`config.mk`:
```
export PLATFORM = sky130hd
export DESIGN_NAME = tlvws_tag_eval
export DESIGN_NICKNAME = d
export VERILOG_FILES = /design/src/tlvws_pkg.sv /design/src/tlvws_tag_eval.sv
export SDC_FILE = /design/constraint.sdc
export NUM_CORES = 1
export LEC_CHECK = 0
export ABC_AREA = 1
export BUFFER_PORTS_ARGS = -buffer_cell sky130_fd_sc_hd__buf_2
export CAP_MARGIN = 25
export CORE_ASPECT_RATIO = 0.7
export CORE_UTILIZATION = 44
export DETAILED_ROUTE_END_ITERATION = 10
export GPL_TIMING_DRIVEN = 0
export PLACE_DENSITY = 0.92
export SYNTH_ARGS = -nofsm -noshare
export SYNTH_HDL_FRONTEND = slang
export SYNTH_SLANG_ARGS = --single-unit
export TNS_END_PERCENT = 20
```
`constraint.sdc`:
```
create_clock -name vclk -period 3.9
set_clock_uncertainty 0.15 [all_clocks]
set_input_delay 0.195 -clock vclk [all_inputs]
set_output_delay 0.195 -clock vclk [all_outputs]
set_load 0.01 [all_outputs]
```
`src/tlvws_pkg.sv`:
```
package tlvws_pkg;

  // action codes
  localparam logic [2:0] ACT_CLEAR  = 3'd0;
  localparam logic [2:0] ACT_APPEND = 3'd1;
  localparam logic [2:0] ACT_REWIND = 3'd2;
  localparam logic [2:0] ACT_FIND   = 3'd3;
  localparam logic [2:0] ACT_READ   = 3'd4;
  localparam logic [2:0] ACT_SKIP   = 3'd5;

  // status codes
  localparam logic [1:0] STAT_OK    = 2'd0;
  localparam logic [1:0] STAT_NF    = 2'd1;
  localparam logic [1:0] STAT_FULL  = 2'd2;

  localparam int unsigned TAG_LEN_W   = 13;
  localparam int unsigned TAG_WORDS_W = 12;
  localparam logic [1:0]  WORD_ROUND  = 2'd3;

  typedef enum logic {
    S_IDLE,
    S_SCAN
  } tlvws_state_t;

  typedef struct packed {
    logic [2:0]  action;
    logic [31:0] word_in;
    logic [15:0] search_key;
    logic [2:0]  search_kind;
  } tlvws_in_t;

  typedef struct packed {
    logic [1:0]           status;
    logic [31:0]          word_out;
    logic [TAG_LEN_W-1:0] record_bytes;
  } tlvws_out_t;

  // decoded view of one tag word against the sought key
  typedef struct packed {
    logic                 hit;
    logic                 fits;
    logic [TAG_LEN_W-1:0] len;
  } tlvws_tag_info_t;

endpackage

```
`src/tlvws_tag_eval.sv`:
```
module tlvws_tag_eval #(
  parameter int PW = 9
) (
  input  logic [31:0]               tag,
  input  logic [15:0]               key,
  input  logic [2:0]                kind,
  input  logic [PW-1:0]             scan,
  input  logic [PW-1:0]             fill,
  output tlvws_pkg::tlvws_tag_info_t info,
  output logic [PW-1:0]             end_ptr
);

  localparam int EW = ((PW > tlvws_pkg::TAG_WORDS_W) ? PW : tlvws_pkg::TAG_WORDS_W) + 1;

  logic [tlvws_pkg::TAG_LEN_W-1:0]   len;
  logic [tlvws_pkg::TAG_LEN_W:0]     len_rnd;
  logic [tlvws_pkg::TAG_WORDS_W-1:0] words;
  logic [EW-1:0]                     end_full;

  // data words = ceil(len / 4)
  assign len     = tag[28:16];
  assign len_rnd = {1'b0, len} + (tlvws_pkg::TAG_LEN_W + 1)'(tlvws_pkg::WORD_ROUND);
  assign words   = len_rnd[tlvws_pkg::TAG_LEN_W:2];

  // first word past the record: tag plus its data words
  assign end_full = EW'(scan) + EW'(1) + EW'(words);
  assign end_ptr  = end_full[PW-1:0];

  assign info.hit  = (tag[15:0] == key) && (tag[31:29] == kind);
  assign info.fits = (end_full <= EW'(fill));
  assign info.len  = len;

endmodule

```
==> summary.txt <==
Worst setup path
  • CP cell instances: buf_2, nand2_2, nor2_8, nand2_2, nor2_4, xnor2_1, inv_1, ha_1, a21oi_1, nand3_2, nand2_1, nand2_1, nor2_2, xor2_1, inv_1, ha_1, nand2_1, nor2_1, nand4_1, o21ai_1, nand2_1, nor2_2, buf_2
  • WS Path Type: input pin to primary output
  • Top cell by count, worst path: nand2_1
  • Critical path's top delay family: simple AND/OR/NAND/NOR gates
  • CP max stage cell: ha_1
  • CP Launch Type: input pin
  • Bufs and invs on worst path: 4
  • Crit Path Max Fanout: 8
  • Required time of the critical path: 3560 ps
  • Worst setup path endpoint: info[13]
  • Crit path depth: 23
  • CP arrival: approximately 3200 ps
  • Crit path capture type: primary output
  • CP Launch Point: tag[18]
  • CP peak stage delay: 340 ps

Synthesis
  • Netlist Area Pre-Place: 1290 µm²
  • Seq/Total Area, Yosys: 0%
  • Syn avg cell area: 6.18 µm²
  • Yosys Warn Count: 0
  • Cell variety after synth: 25
  • Mapped Nets: 297
  • Post-Syn Instances: 208

Floorplanning
  • Core ar.: 2610 µm²
  • Die extent in x: 66.6 µm
  • Boundary Pins: just over 90
  • Die Area: 3150 µm²
  • Row count: 15
  • Starting density of the core: 49.3%
  • Die Y: 47.2 µm

Drt
  • Drt pass-1 iters: 4
  • Vias: between 1500 and 2000
  • 1st-iter DRT viols: 41
  • Routed len/inst: 10.1 µm
  • Via-to-Cell Ratio: roughly 4.6
  • WL final: 3400 µm
  • Drt drc: 0
  • ANT nets after route: 0

Layout
  • # nets final: 392
  • FF+latch count: 0
  • Leading cell type in the layout, fill and taps excluded: buf_2
  • Commonest cells after routing, fill and taps aside: buf_2 (93), nand2_1 (52), inv_1 (37)
  • Diode count: 0
  • Fillers: 251
  • Proportion of layout cells with a drive suffix above 1: about two fifths
  • Finished Core Util: 68.9%
  • Number of clock buffers in the layout: 0
  • Sequential Area: 0 µm²
  • Layout area overhead: 39.7%

GRT
  • First-pass GRT wire length: about 5300 µm
  • Initial antenna violation count: 0
  • Number of global-route vias before repair: between 1000 and 1500
  • Largest net degree at the start of global routing: 9
  • Total global routing overflow: 0
  • Gr usage total: 22.0%

Power
  • PwrDens: 162 nW/µm²
  • Total power draw: 290 µW
  • Lkg Pwr: about 1.1 nW
  • Max VDD drop: 0.0841 mV

STA
  • Final worst slack: between 300 and 400 ps
  • Slew @ Worst Pin: 352 ps
  • Hold Fails Final Rpt: 0
  • RSZ-0062 raised after global routing: false
  • TNS Setup: 0 ps
  • Max Fclk: 280 MHz
  • Max-slew headroom: 76.3%
  • Finish-stage setup viols: 0
  • Period utilisation layout: 91.5%
  • Min Tclk post-route: ~3600 ps
  • Pins Over Slew Limit: 0

Outcome
  • Status: completed

Hold path
  • Min-delay worst type: input pin to primary output

Flow run
  • Max cap viols: 0

Placement
  • Pre-CTS setup slack: 270 ps
  • Final RePlAce weighted congestion: around 0.9
  • Dpl hpwl: 3170 µm
  • IO Port Bufs: between 90 and 100

CTS
  • Hold buffers post-CTS: 0
[stage by stage]
| stage | instances | cell area, µm² | hold slack, ps |
|---|---|---|---|
| 3_3_place_gp | 335 | 1790 | 556 |
| 4_1_cts | 335 | 1790 | 559 |
| 6_report | 335 | 1800 | 558 |
| 3_5_place_dp | 335 | 1790 | 559 |
| 2_1_floorplan | 208 | 1290 | 332 |
| 5_1_grt | 335 | 1800 | 566 |
[synthesized netlist by cell type, drive strengths merged]
cell	count	area (µm²)
a21oi	7	35.0
a31oi	2	12.5
buf	13	97.6
fa	1	20.0
ha	19	238
inv	37	139
nand2	56	220
nand3	6	35.0
nand3b	1	7.51
nand4	3	18.8
nor2	18	109
nor3	2	10.0
nor4	4	25.0
o21a	1	7.51
o21ai	4	20.0
o21bai	1	7.51
o22ai	1	6.26
or2	1	6.26
xnor2	6	52.6
xor2	25	219
[cell families (layout without fill, tap and decap cells)]
group,Yosys count,after routing,share of synthesized area [%]
AND/OR/NAND/NOR,91,91,33.6
adder cells (fa/ha/maj),20,20,20.0
AO/OA/AOI/OAI,16,16,6.91
XOR/XNOR,31,31,21.1
buffers and inverters,50,143,18.4
[layout make-up]
type	count	area [µm²]	area share [%]
Inverter	37	139	7.73
Buffer	13	97.6	5.43
Multi-Input combinational cell	158	1050	58.6
Timing Repair Buffer	93	465	25.9
Tap cell	34	42.5	2.37
[worst min path at each step]
stage,end,from,depth (start not counted),slack [ps]
3_3_place_gp,info[6],tag[22],3,560
2_1_floorplan,info[0],tag[16],1,330
3_5_place_dp,info[6],tag[22],3,560
4_1_cts,info[6],tag[22],3,560
6_report,info[6],tag[22],3,560
5_1_grt,info[6],tag[22],3,570
[repair_timing]
action,CTS,global route
setup buffers,0,0
resized for setup,0,2
endpoints found under the setup margin,0,1
[report_power, final]
part           leakage [nW]  internal (mW)  switching, mW
registers                 0              0              0
clock network             0              0              0
logic                  1.12          0.132          0.158
total                  1.12          0.132          0.158
[layer usage]
layer / wire, µm / global-route usage [%] / up-vias
met2: 1670 / 41.2 / 45
met1: 1560 / 30.6 / 680
li1: - / - / 826
met3: 170 / 0 / 0
met5: 0 / 0 / -
met4: 0 / 0 / 0
(Power assumes the default switching activity.)
